`src/hw/rtl/eihx_pkg.sv`:
```
// ---------------------------------------------------------------------------
// eihx_pkg: shared types and constants for the header extractor
// Transaction payload structs, parse phases and the protocol constants.
// ---------------------------------------------------------------------------
package eihx_pkg;

    // ethernet / llc constants
    localparam logic [15:0] TypeVlan = 16'h8100;
    localparam logic [15:0] TypeIpv4 = 16'h0800;
    localparam logic [15:0] LenMax   = 16'h05DC;
    localparam logic [7:0]  SapSnap  = 8'hAA;

    // header byte offsets of interest
    localparam logic [4:0] MacTypeHi  = 5'd12;
    localparam logic [4:0] MacLast    = 5'd13;
    localparam logic [4:0] VlanTypeHi = 5'd2;
    localparam logic [4:0] VlanLast   = 5'd3;
    localparam logic [4:0] SnapSsap   = 5'd1;
    localparam logic [4:0] SnapOuiLo  = 5'd3;
    localparam logic [4:0] SnapOuiHi  = 5'd5;
    localparam logic [4:0] SnapTypeHi = 5'd6;
    localparam logic [4:0] SnapLast   = 5'd7;
    localparam logic [4:0] IpProto    = 5'd9;
    localparam logic [4:0] IpSrcLo    = 5'd12;
    localparam logic [4:0] IpSrcHi    = 5'd15;
    localparam logic [4:0] IpDstLo    = 5'd16;
    localparam logic [4:0] IpLast     = 5'd19;

    // default depth of the result queue
    localparam int QueueDepth = 4;

    // parse phase, one-hot
    typedef enum logic [4:0] {
        PH_MAC  = 5'b00001,
        PH_VLAN = 5'b00010,
        PH_SNAP = 5'b00100,
        PH_IP   = 5'b01000,
        PH_SKIP = 5'b10000
    } phase_t;

    // input transaction
    typedef struct packed {
        logic [7:0] data_byte;
        logic       frame_end;
    } in_item_t;

    // result transaction
    typedef struct packed {
        logic [31:0] src_addr;
        logic [31:0] dst_addr;
        logic [7:0]  ip_proto;
    } result_t;

endpackage

```
`src/hw/rtl/eihx_parser.sv`:
```
// ---------------------------------------------------------------------------
// eihx_parser: byte-serial frame header parser (front end)
// Walks the MAC, optional VLAN, LLC/SNAP and IPv4 headers one accepted
// byte per cycle and emits an address record on the 20th IPv4 header byte.
// ---------------------------------------------------------------------------
module eihx_parser (
    input  logic               clk,
    input  logic               rst_n,
    input  logic               accept,
    input  eihx_pkg::in_item_t item,
    output logic               res_valid,
    output eihx_pkg::result_t  res
);

    eihx_pkg::phase_t phase_reg, phase_next;
    logic [4:0]       offset_reg, offset_next;
    logic [15:0]      type_reg, type_next;
    logic             snap_reg, snap_next;
    logic [31:0]      src_reg, src_next;
    logic [31:0]      dst_reg, dst_next;
    logic [7:0]       proto_reg, proto_next;
    logic [15:0]      type_shift;
    logic [7:0]       b;

    // next phase from a completed type word
    function automatic eihx_pkg::phase_t dispatch(input logic [15:0] tw,
                                                  input logic allow_vlan);
        eihx_pkg::phase_t ph;
        if (allow_vlan && tw == eihx_pkg::TypeVlan)
            ph = eihx_pkg::PH_VLAN;
        else if (tw <= eihx_pkg::LenMax)
            ph = eihx_pkg::PH_SNAP;
        else if (tw == eihx_pkg::TypeIpv4)
            ph = eihx_pkg::PH_IP;
        else
            ph = eihx_pkg::PH_SKIP;
        return ph;
    endfunction

    assign b          = item.data_byte;
    assign type_shift = {type_reg[7:0], b};

    // per-byte parse step
    always_comb
    begin
        phase_next  = phase_reg;
        offset_next = offset_reg;
        type_next   = type_reg;
        snap_next   = snap_reg;
        src_next    = src_reg;
        dst_next    = dst_reg;
        proto_next  = proto_reg;
        res_valid   = 1'b0;
        if (accept)
        begin
            case (phase_reg)
                eihx_pkg::PH_MAC:
                begin
                    if (offset_reg >= eihx_pkg::MacTypeHi)
                        type_next = type_shift;
                    if (offset_reg == eihx_pkg::MacLast)
                    begin
                        offset_next = '0;
                        phase_next  = dispatch(type_shift, 1'b1);
                        if (phase_next == eihx_pkg::PH_SNAP)
                            snap_next = 1'b1;
                    end
                    else
                        offset_next = 5'(offset_reg + 5'd1);
                end
                eihx_pkg::PH_VLAN:
                begin
                    if (offset_reg >= eihx_pkg::VlanTypeHi)
                        type_next = type_shift;
                    if (offset_reg == eihx_pkg::VlanLast)
                    begin
                        offset_next = '0;
                        phase_next  = dispatch(type_shift, 1'b0);
                        if (phase_next == eihx_pkg::PH_SNAP)
                            snap_next = 1'b1;
                    end
                    else
                        offset_next = 5'(offset_reg + 5'd1);
                end
                eihx_pkg::PH_SNAP:
                begin
                    if (offset_reg <= eihx_pkg::SnapSsap && b != eihx_pkg::SapSnap)
                        snap_next = 1'b0;
                    if (offset_reg >= eihx_pkg::SnapOuiLo &&
                        offset_reg <= eihx_pkg::SnapOuiHi && b != 8'h00)
                        snap_next = 1'b0;
                    if (offset_reg >= eihx_pkg::SnapTypeHi)
                        type_next = type_shift;
                    if (offset_reg == eihx_pkg::SnapLast)
                    begin
                        offset_next = '0;
                        phase_next  = (snap_reg && type_shift == eihx_pkg::TypeIpv4) ?
                                      eihx_pkg::PH_IP : eihx_pkg::PH_SKIP;
                    end
                    else
                        offset_next = 5'(offset_reg + 5'd1);
                end
                eihx_pkg::PH_IP:
                begin
                    if (offset_reg == eihx_pkg::IpProto)
                        proto_next = b;
                    else if (offset_reg >= eihx_pkg::IpSrcLo &&
                             offset_reg <= eihx_pkg::IpSrcHi)
                        src_next = {src_reg[23:0], b};
                    else if (offset_reg >= eihx_pkg::IpDstLo)
                        dst_next = {dst_reg[23:0], b};
                    if (offset_reg == eihx_pkg::IpLast)
                    begin
                        res_valid   = 1'b1;
                        offset_next = '0;
                        phase_next  = eihx_pkg::PH_SKIP;
                    end
                    else
                        offset_next = 5'(offset_reg + 5'd1);
                end
                default:
                begin
                end
            endcase
            // frame end restarts the parse
            if (item.frame_end)
            begin
                phase_next  = eihx_pkg::PH_MAC;
                offset_next = '0;
                type_next   = '0;
                snap_next   = 1'b1;
            end
        end
    end

    // result record, last destination byte taken straight from the input
    assign res.src_addr = src_reg;
    assign res.dst_addr = {dst_reg[23:0], b};
    assign res.ip_proto = proto_reg;

    // parse state registers
    always_ff @(posedge clk or negedge rst_n)
    begin
        if (!rst_n)
        begin
            phase_reg  <= eihx_pkg::PH_MAC;
            offset_reg <= '0;
            type_reg   <= '0;
            snap_reg   <= 1'b1;
            src_reg    <= '0;
            dst_reg    <= '0;
            proto_reg  <= '0;
        end
        else
        begin
            phase_reg  <= phase_next;
            offset_reg <= offset_next;
            type_reg   <= type_next;
            snap_reg   <= snap_next;
            src_reg    <= src_next;
            dst_reg    <= dst_next;
            proto_reg  <= proto_next;
        end
    end

    // checks
    a_res_at_ip_end: assert property (@(posedge clk) disable iff (!rst_n)
        res_valid |-> (phase_reg == eihx_pkg::PH_IP && offset_reg == eihx_pkg::IpLast))
        else $error("result outside the last ipv4 header byte");

    a_phase_onehot: assert property (@(posedge clk) disable iff (!rst_n)
        $onehot(phase_reg))
        else $error("parse phase not one-hot");

    a_end_restarts: assert property (@(posedge clk) disable iff (!rst_n)
        (accept && item.frame_end) |=> (phase_reg == eihx_pkg::PH_MAC && offset_reg == 5'd0))
        else $error("frame end did not restart the parser");

    a_mac_offset: assert property (@(posedge clk) disable iff (!rst_n)
        (phase_reg == eihx_pkg::PH_MAC) |-> (offset_reg <= eihx_pkg::MacLast))
        else $error("mac offset out of range");

endmodule

```
`src/hw/rtl/eihx_queue.sv`:
```
// ---------------------------------------------------------------------------
// eihx_queue: result queue (back end)
// Holds finished address records until the consumer pops them, so the
// parser keeps taking bytes while a result waits and the queue has room.
// ---------------------------------------------------------------------------
module eihx_queue #(
    parameter int Depth = eihx_pkg::QueueDepth
) (
    input  logic              clk,
    input  logic              rst_n,
    input  logic              wr_en,
    input  eihx_pkg::result_t wr_data,
    input  logic              rd_en,
    output eihx_pkg::result_t rd_data,
    output logic              full,
    output logic              empty
);

    localparam int AW = $clog2(Depth);
    localparam int CW = $clog2(Depth + 1);

    eihx_pkg::result_t mem_reg [Depth];
    logic [AW-1:0]     wr_ptr_reg, wr_ptr_next;
    logic [AW-1:0]     rd_ptr_reg, rd_ptr_next;
    logic [CW-1:0]     count_reg, count_next;
    logic              do_wr, do_rd;

    assign full    = (count_reg == CW'(Depth));
    assign empty   = (count_reg == '0);
    assign do_wr   = wr_en && !full;
    assign do_rd   = rd_en && !empty;
    assign rd_data = mem_reg[rd_ptr_reg];

    // pointer and occupancy update
    always_comb
    begin
        wr_ptr_next = wr_ptr_reg;
        rd_ptr_next = rd_ptr_reg;
        count_next  = count_reg;
        if (do_wr)
            wr_ptr_next = (wr_ptr_reg == AW'(Depth - 1)) ? '0 : AW'(wr_ptr_reg + 1'b1);
        if (do_rd)
            rd_ptr_next = (rd_ptr_reg == AW'(Depth - 1)) ? '0 : AW'(rd_ptr_reg + 1'b1);
        if (do_wr && !do_rd)
            count_next = CW'(count_reg + 1'b1);
        else if (do_rd && !do_wr)
            count_next = CW'(count_reg - 1'b1);
    end

    always_ff @(posedge clk or negedge rst_n)
    begin
        if (!rst_n)
        begin
            wr_ptr_reg <= '0;
            rd_ptr_reg <= '0;
            count_reg  <= '0;
        end
        else
        begin
            wr_ptr_reg <= wr_ptr_next;
            rd_ptr_reg <= rd_ptr_next;
            count_reg  <= count_next;
        end
    end

    // storage
    always_ff @(posedge clk)
    begin
        if (do_wr)
            mem_reg[wr_ptr_reg] <= wr_data;
    end

    // checks
    a_count_bound: assert property (@(posedge clk) disable iff (!rst_n)
        count_reg <= CW'(Depth))
        else $error("queue occupancy above depth");

    a_no_drop: assert property (@(posedge clk) disable iff (!rst_n)
        wr_en |-> !full)
        else $error("result written into a full queue");

    a_count_up: assert property (@(posedge clk) disable iff (!rst_n)
        (do_wr && !do_rd) |=> (count_reg == CW'($past(count_reg) + 1'b1)))
        else $error("occupancy did not grow on write");

endmodule

```
`src/hw/rtl/ethernet_ipv4_header_extractor.sv`:
```
// ---------------------------------------------------------------------------
// ethernet_ipv4_header_extractor: ethernet / ipv4 address extractor
// Parses frames byte by byte and queues source, destination and protocol
// of each ipv4 frame that passes the header checks.
// ---------------------------------------------------------------------------
// result: a result is visible (empty low) in the cycle after the 20th ipv4
//   header byte is accepted
// throughput: one byte per cycle while full is low; full rises only while
//   the result queue (QueueDepth entries) holds that many unread results
// reset: rst_n low clears the parser to the mac header phase and empties the
//   queue; no clearing pass, bytes are taken as soon as rst_n is released
module ethernet_ipv4_header_extractor #(
    parameter int QueueDepth = eihx_pkg::QueueDepth
) (
    input  logic               clk,
    input  logic               rst_n,
    input  logic               push,
    output logic               full,
    input  eihx_pkg::in_item_t item,
    output logic               empty,
    input  logic               pop,
    output eihx_pkg::result_t  result
);

    logic              accept;
    logic              res_valid;
    eihx_pkg::result_t res;

    assign accept = push && !full;

    // front end: header parser
    eihx_parser u_parser (
        .clk       (clk),
        .rst_n     (rst_n),
        .accept    (accept),
        .item      (item),
        .res_valid (res_valid),
        .res       (res)
    );

    // back end: result queue
    eihx_queue #(
        .Depth (QueueDepth)
    ) u_queue (
        .clk     (clk),
        .rst_n   (rst_n),
        .wr_en   (res_valid),
        .wr_data (res),
        .rd_en   (pop),
        .rd_data (result),
        .full    (full),
        .empty   (empty)
    );

endmodule
```
`config.mk`:
```
export PLATFORM = sky130hd
export DESIGN_NAME = ethernet_ipv4_header_extractor
export DESIGN_NICKNAME = d
export VERILOG_FILES = /design/src/hw/rtl/eihx_pkg.sv /design/src/hw/rtl/eihx_parser.sv /design/src/hw/rtl/eihx_queue.sv /design/src/hw/rtl/ethernet_ipv4_header_extractor.sv
export SDC_FILE = /design/constraint.sdc
export NUM_CORES = 1
export LEC_CHECK = 0
export BUFFER_PORTS_ARGS = -buffer_cell sky130_fd_sc_hd__buf_2
export CELL_PAD_IN_SITES_DETAIL_PLACEMENT = 0
export CELL_PAD_IN_SITES_GLOBAL_PLACEMENT = 1
export CORE_MARGIN = 2
export CORE_UTILIZATION = 37
export CTS_BUF_LIST = sky130_fd_sc_hd__clkbuf_16
export CTS_CLUSTER_DIAMETER = 40
export DETAILED_ROUTE_END_ITERATION = 7
export PLACE_DENSITY_LB_ADDON = 0.1
export SYNTH_ARGS = -nofsm -noshare
export SYNTH_HDL_FRONTEND = slang
export SYNTH_SLANG_ARGS = --single-unit
```
`constraint.sdc`:
```
create_clock -name clk -period 3.65 [get_ports clk]
set_input_delay 0.73 -clock clk [delete_from_list [all_inputs] [get_ports clk]]
set_output_delay 0.73 -clock clk [all_outputs]
set_load 0.1 [all_outputs]
```
Word-level counts from Yosys, hierarchy flattened

Memory sizes are Yosys's and may differ from the RTL's.
Cells that the tools add are included.

$add $sub $neg: 5
$mul: 0
Div/mod/pow operators: 0
Magnitude comparators: 9
Equality and inequality tests: 27
Shift operators: 0
Mux-type cells: 44
Bitwise logic cells: 2
Reductions and logical operators: 26

Operators by type and width:

| operator               | count |
|---|---|
| $mux W5                | 20 |
| $pmux W5 S4            | 2 |
| $mux W8                | 4 |
| $ne A3 B2 Y1 const B   | 9 |
| $pmux W8 S3            | 1 |
| $eq A5 B3 Y1 const B   | 4 |
| $eq A16 B12 Y1 const B | 1 |
| $eq A16 B16 Y1 const B | 1 |
| $le A16 B11 Y1 const B | 1 |
| $eq A5 B4 Y1 const B   | 3 |
| $mux W1                | 12 |
| $eq A5 B2 Y1 const B   | 2 |
| $ge A5 B2 Y1 const B   | 2 |
| $logic_and A1 B1 Y1    | 10 |
| $reduce_and A5 Y1      | 2 |
| $ne A8 B8 Y1 const B   | 1 |
| $reduce_bool A8 Y1     | 1 |
| $reduce_and A7 Y1      | 1 |
| $mux W3                | 2 |
| $reduce_and A6 Y1      | 1 |
| $add A5 B1 Y5 const B  | 1 |
| $eq A5 B1 Y1 const B   | 1 |
| $eq A5 B5 Y1 const B   | 1 |
| $ge A5 B3 Y1 const B   | 1 |
| other kinds (22)       | 29 |

Register bits after elaboration: 90
Bits in latches: 0
RAM bits: 288
Bits in read-only memories: 0
Input bits: 13
Output and inout bits: 74
Memories: 1

Memories:

| memory          | depth | bits a word | rd ports | clocked after memory_dff | wr ports | RTL line         | RTL |
|---|---|---|---|---|---|---|---|
| u_queue.mem_reg | 4     | 72          | 1        | 0                        | 1        | eihx_queue.sv:22 | `eihx_pkg::result_t mem_reg [Depth];` |

Depth between registers and ports, before layout

Depth after elaboration: 12
Depth in mapped cells: 11
Mapped depth without buffers: 10

By module

From an unflattened synthesis, not the netlist that was laid out.

Cells, all modules: 740
Area, all modules: 14,968.1 um^2

By module, submodules not included:

| module                         | times used | cells each | area an instance (um^2) |
|---|---|---|---|
| eihx_queue                     | 1          | 413        | 10,832.9 |
| eihx_parser                    | 1          | 326        | 4,121.5 |
| ethernet_ipv4_header_extractor | 1          | 1          | 13.8 |

Least setup slack after synthesis

No wires, ideal clock.

Path kind: register to register
Start point: register u_queue.count_reg[0]
End point: memory u_queue.mem_reg[0][0] (netlist bit), enable pin
Setup time: 0.581 ns
Arrival time: 4.235 ns
Required time: 3.069 ns
Path slack: -1.165 ns
Cell stages (with the launch flop): 6
Path buffers: 0
Path through: dfrtp_1 nor3b_1 nand2b_1 nand2b_1 nor2_1 and2_1

Longest elaborated chain between the ends: 7

Ends and longest elaborated chain:

| what                            | RTL line                                               | RTL |
|---|---|---|
| from (decl)                     | eihx_queue.sv:25                                       | `logic [CW-1:0] count_reg, count_next;` |
| from (signal assigned)          | eihx_queue.sv:62                                       | `count_reg <= count_next;` |
| $eq A3 B3 Y1 *                  | eihx_queue.sv:28                                       | `assign full = (count_reg == CW'(Depth));` |
| net full                        | ethernet_ipv4_header_extractor.sv:18                   | `output logic full,` |
| $logic_not A1 Y1 *              | eihx_queue.sv:30, ethernet_ipv4_header_extractor.sv:29 |  |
| $logic_and A1 B1 Y1             | ethernet_ipv4_header_extractor.sv:29                   | `assign accept = push && !full;` |
| $mux W1                         | eihx_parser.sv:54                                      | `if (accept)` |
| $logic_and A1 B1 Y1 *           | eihx_queue.sv:30                                       | `assign do_wr = wr_en && !full;` |
| net u_queue.do_wr               | eihx_queue.sv:26                                       | `logic do_wr, do_rd;` |
| $mux W1 *                       | eihx_queue.sv:69                                       | `if (do_wr)` |
| $mux W1 (not written as such) * | eihx_queue.sv:70                                       | `mem_reg[wr_ptr_reg] <= wr_data;` |
| to (decl)                       | eihx_queue.sv:22                                       |  |

Mark *: on every way through the listed nets, which the timed path passes. The rest lies on a longest branch.

==> impl_summary.txt <==
----------------------------------------------------
[Worst setup path]
  Worst setup slack for register-to-register paths ... 0.83 ns
  Maximum fanout count along the critical path ... 42
  CP startpoint kind ... flop
  Kind of end point of the critical path ... output port
  First element of the critical path ... u_queue.rd_ptr_reg[0]
  Logic depth of the worst register-to-register path ... 11
  Worst reg2reg path startpoint ... u_parser.phase_reg[1]
  Crit Path Class ... reg -> out
  Data required time at the worst endpoint ... 2.92 ns
  Reg-to-Reg End ... u_queue.count_reg[2]
  Arrival time at the worst endpoint ... between 2 and 2.5 ns

[Global route]
  GRT Overall Usage ... 0.156
  Largest net degree at the start of global routing ... 56
  Most Crowded Layer GR ... met2
  First-pass GRT wire length ... between 40000 and 50000 um
  Initial antenna violation count ... 0
  Number of global-route vias before repair ... about 8000
  Aggregate global routing overflow ... 0
  Met3 usage in global routing ... 0.0302
  Met2 track demand over resource in global routing ... 0.270
  Global routing usage on met1 ... 0.199

[Logic synthesis]
  Warnings, synthesis ... 0
  Yosys cell types ... 62
  Post-synth EDFFs ... 288
  Mapped cell area ... 14700 sq um
  Synth Flop Type ... sky130_fd_sc_hd__edfxtp_1
  Proportion of synthesized flip-flops having asynchronous set or reset ... 0.238
  Sequential element share of the synthesized area ... 0.743
  Total of flip-flops plus latches after synthesis ... 378
  Avg Cell Area, Syn ... 20.4 sq um
  Cell count after synthesis ... 721
  Post-synthesis net count ... around 750

[STA]
  Final-report setup violation count ... 0
  Final period demand of the worst path ... about 3.2 ns
  Post-route clock skew ... roughly 0.0076 ns
  Final cycle utilization of the critical path ... 0.880
  Highest achievable clock rate ... just over 0.3 GHz
  Setup repair after global routing missed its margin ... no
  Final setup TNS ... 0 ns
  Transition time at the pin with the least slew margin ... 0.919 ns
  Smallest hold slack ... 0.327 ns
  Hold Fails Final Rpt ... 0
  Relative slew slack ... 0.387
  Min setup slack post-route ... 0.437 ns
  Max-slew violation count ... 0

[Clocking]
  Worst-Skew Late Latency ... 0.53 ns
  Clock tree buffer depth ... 3
  Number of buffers added for setup after CTS ... 0
  Number of buffers inserted by hold repair at cts ... 0
  Clock tree sinks ... 378
  CTS-repair resized insts ... 0
  Clock-pin slew on the worst setup and hold paths ... 0.06 ns
  Clock tree from TritonCTS ... built
  Root Buffer ... sky130_fd_sc_hd__clkbuf_16
  H-tree levels ... 2
  CTS Buf Count ... 45

[Finish]
  Diodes inserted ... 0
  Nets ... 867
  Filler cell count in the final layout ... ~3400
  Total area of sequential cells ... 10900 sq um
  Growth of design area from synthesis to finish ... 18.4%
  Max reg flops ... between 200 and 300
  Footprint of the multi-input gates ... 3600 sq um
  Proportion of layout cells with a drive suffix above 1 ... 0.393
  Final std cell area, no fill ... ~17000 sq um

[Power and ir drop]
  Ratio of total power to cell area ... 703 nW/um^2
  Total leakage power ... 6.64 nW
  Total Power Consumption ... 12.2 mW
  Worst voltage drop across the vdd grid ... just under 0.4 mV

[Floorplan]
  Starting Density ... 0.377
  Die Outline Area ... 41300 sq um
  Die Span X ... around 200 um
  Area of the core ... 38900 sq um
  Standard-cell row count ... 72
  Die outline height ... 203 um
  Number of I/O pins ... just under 90

[Placement]
  Count of port buffers added during placement ... 86
  Global placement routability congestion ... 0.853
  HPWL after detailed placement ... 18700 um
  Worst Setup Slack post-DPL ... 0.701 ns
  Placed instance area ... 15900 sq um

[Route]
  Remaining antenna violation count ... 0
  Drt initial violations ... ~350
  Vias per Instance ... 5.16
  Final routed wire length divided by cell count ... about 22 um
  Via count ... 7194
  Pre-antenna DRT Iters ... 5
  Final routed DRC violation total ... 0
  Total Routed Length ... 31100 um

[Hold path]
  Type of the most critical hold path ... in -> async

[Flow run]
  Max Cap Violations ... 0

[Outcome]
  Run status ... complete, no violations

----------------------------------------------------
[layout make-up]
class,instances,share of cell area
clock inverter,36,0.0176
timing repair buffer,108,0.0423
clock buffer,45,0.0648
sequential,378,0.628
inverter,12,0.00259
tap,518,0.0373
multi-input combinational,298,0.207
[logic make-up (layout without fill, tap and decap cells)]
family | count (synthesis) | in the layout | synth area share
AOI/OAI and AO/OA | 46 | 46 | 0.0253
xor gates and xnor gates | 6 | 6 | 0.00358
adders and majority gates | 11 | 11 | 0.00989
buffers and inverters | 45 | 201 | 0.0145
DFF | 378 | 378 | 0.743
muxes | 147 | 147 | 0.168
and+or+nand+nor | 88 | 88 | 0.0361
[Yosys cell counts (2+ instances only)]
cell type,count,area [sq um]
sky130_fd_sc_hd__nor3_1,7,35.0
sky130_fd_sc_hd__nor2_1,16,60.1
sky130_fd_sc_hd__nor4_1,5,31.3
sky130_fd_sc_hd__ha_1,10,125
sky130_fd_sc_hd__buf_1,7,26.3
sky130_fd_sc_hd__xor2_1,3,26.3
sky130_fd_sc_hd__dfrtp_1,88,2200
sky130_fd_sc_hd__mux2_2,74,833
sky130_fd_sc_hd__o21ai_1,2,10.0
sky130_fd_sc_hd__clkbuf_1,14,52.6
sky130_fd_sc_hd__nand2b_1,4,25.0
sky130_fd_sc_hd__buf_2,5,25.0
sky130_fd_sc_hd__o21ai_0,8,40.0
sky130_fd_sc_hd__a21oi_1,6,30.0
sky130_fd_sc_hd__dfstp_2,2,52.6
sky130_fd_sc_hd__edfxtp_1,288,8650
sky130_fd_sc_hd__a21o_1,2,15.0
sky130_fd_sc_hd__o31ai_1,4,30.0
sky130_fd_sc_hd__o22ai_1,2,12.5
sky130_fd_sc_hd__a22o_1,2,17.5
sky130_fd_sc_hd__a211oi_1,3,22.5
sky130_fd_sc_hd__o211ai_1,2,15.0
sky130_fd_sc_hd__nor2b_1,11,68.8
sky130_fd_sc_hd__inv_1,12,45.0
sky130_fd_sc_hd__and3_1,5,31.3
sky130_fd_sc_hd__buf_4,4,30.0
sky130_fd_sc_hd__nor3_2,3,30.0
sky130_fd_sc_hd__xnor2_1,3,26.3
sky130_fd_sc_hd__mux4_2,72,1620
sky130_fd_sc_hd__nand4_1,5,31.3
sky130_fd_sc_hd__nor3b_1,2,15.0
sky130_fd_sc_hd__nand3_1,4,20.0
sky130_fd_sc_hd__nand2_1,7,26.3
sky130_fd_sc_hd__and2_1,5,31.3
sky130_fd_sc_hd__or4_1,4,30.0
sky130_fd_sc_hd__buf_6,3,33.8
sky130_fd_sc_hd__or3_4,2,22.5
[critical path, cell delays in order, from the launching register on]
cell                      delay, ns
sky130_fd_sc_hd__dfrtp_4       0.60
sky130_fd_sc_hd__buf_12        0.38
sky130_fd_sc_hd__mux4_2        0.62
sky130_fd_sc_hd__buf_2         0.32
[power breakdown]
group          total [mW]  internal [mW]  switching [mW]
Combinational        2.98          0.898            2.08
Clock                4.26           2.54            1.72
Sequential           4.99           4.71           0.281
Total                12.2           8.14            4.08
[per-stage QoR]
step | std cells | utilization
finish | 1395 | 0.446
CTS | 1395 | 0.446
global route | 1395 | 0.446
detailed placement | 1314 | 0.410
global placement | 1314 | 0.410
floorplan | 721 | -
[per-layer routing]
layer / vias to the layer above / share of wire
met1: 3827 / 0.43
met5: - / 0
met4: 0 / 0.022
met2: 152 / 0.51
li1: 3161 / -
met3: 54 / 0.041
[cell usage in the layout (no fill, tap or decap), types with 5 or more instances in the layout]
cell / instances
sky130_fd_sc_hd__a21oi_1: 6
sky130_fd_sc_hd__and3_1: 5
sky130_fd_sc_hd__buf_12: 11
sky130_fd_sc_hd__buf_2: 85
sky130_fd_sc_hd__buf_4: 12
sky130_fd_sc_hd__clkbuf_16: 45
sky130_fd_sc_hd__clkinv_1: 7
sky130_fd_sc_hd__clkinv_2: 8
sky130_fd_sc_hd__dfrtp_1: 86
sky130_fd_sc_hd__edfxtp_1: 288
sky130_fd_sc_hd__ha_1: 10
sky130_fd_sc_hd__inv_1: 19
sky130_fd_sc_hd__mux2_2: 74
sky130_fd_sc_hd__mux4_2: 72
sky130_fd_sc_hd__nand2_1: 7
sky130_fd_sc_hd__nand4_1: 5
sky130_fd_sc_hd__nor2_1: 16
sky130_fd_sc_hd__nor2b_1: 11
sky130_fd_sc_hd__nor3_1: 6
sky130_fd_sc_hd__nor4_1: 5
sky130_fd_sc_hd__o21ai_0: 8
[worst max-delay path by stage]
stage	end	slack [ns]
after floorplan	u_queue.count_reg[2]	0.56
after global placement	u_parser.phase_reg[4]	0.69
after detailed placement	u_parser.phase_reg[4]	0.70
after CTS	result[46]	0.34
after global routing	result[46]	0.29
final	result[46]	0.44
Note: power is estimated with default switching activity, not from simulation.
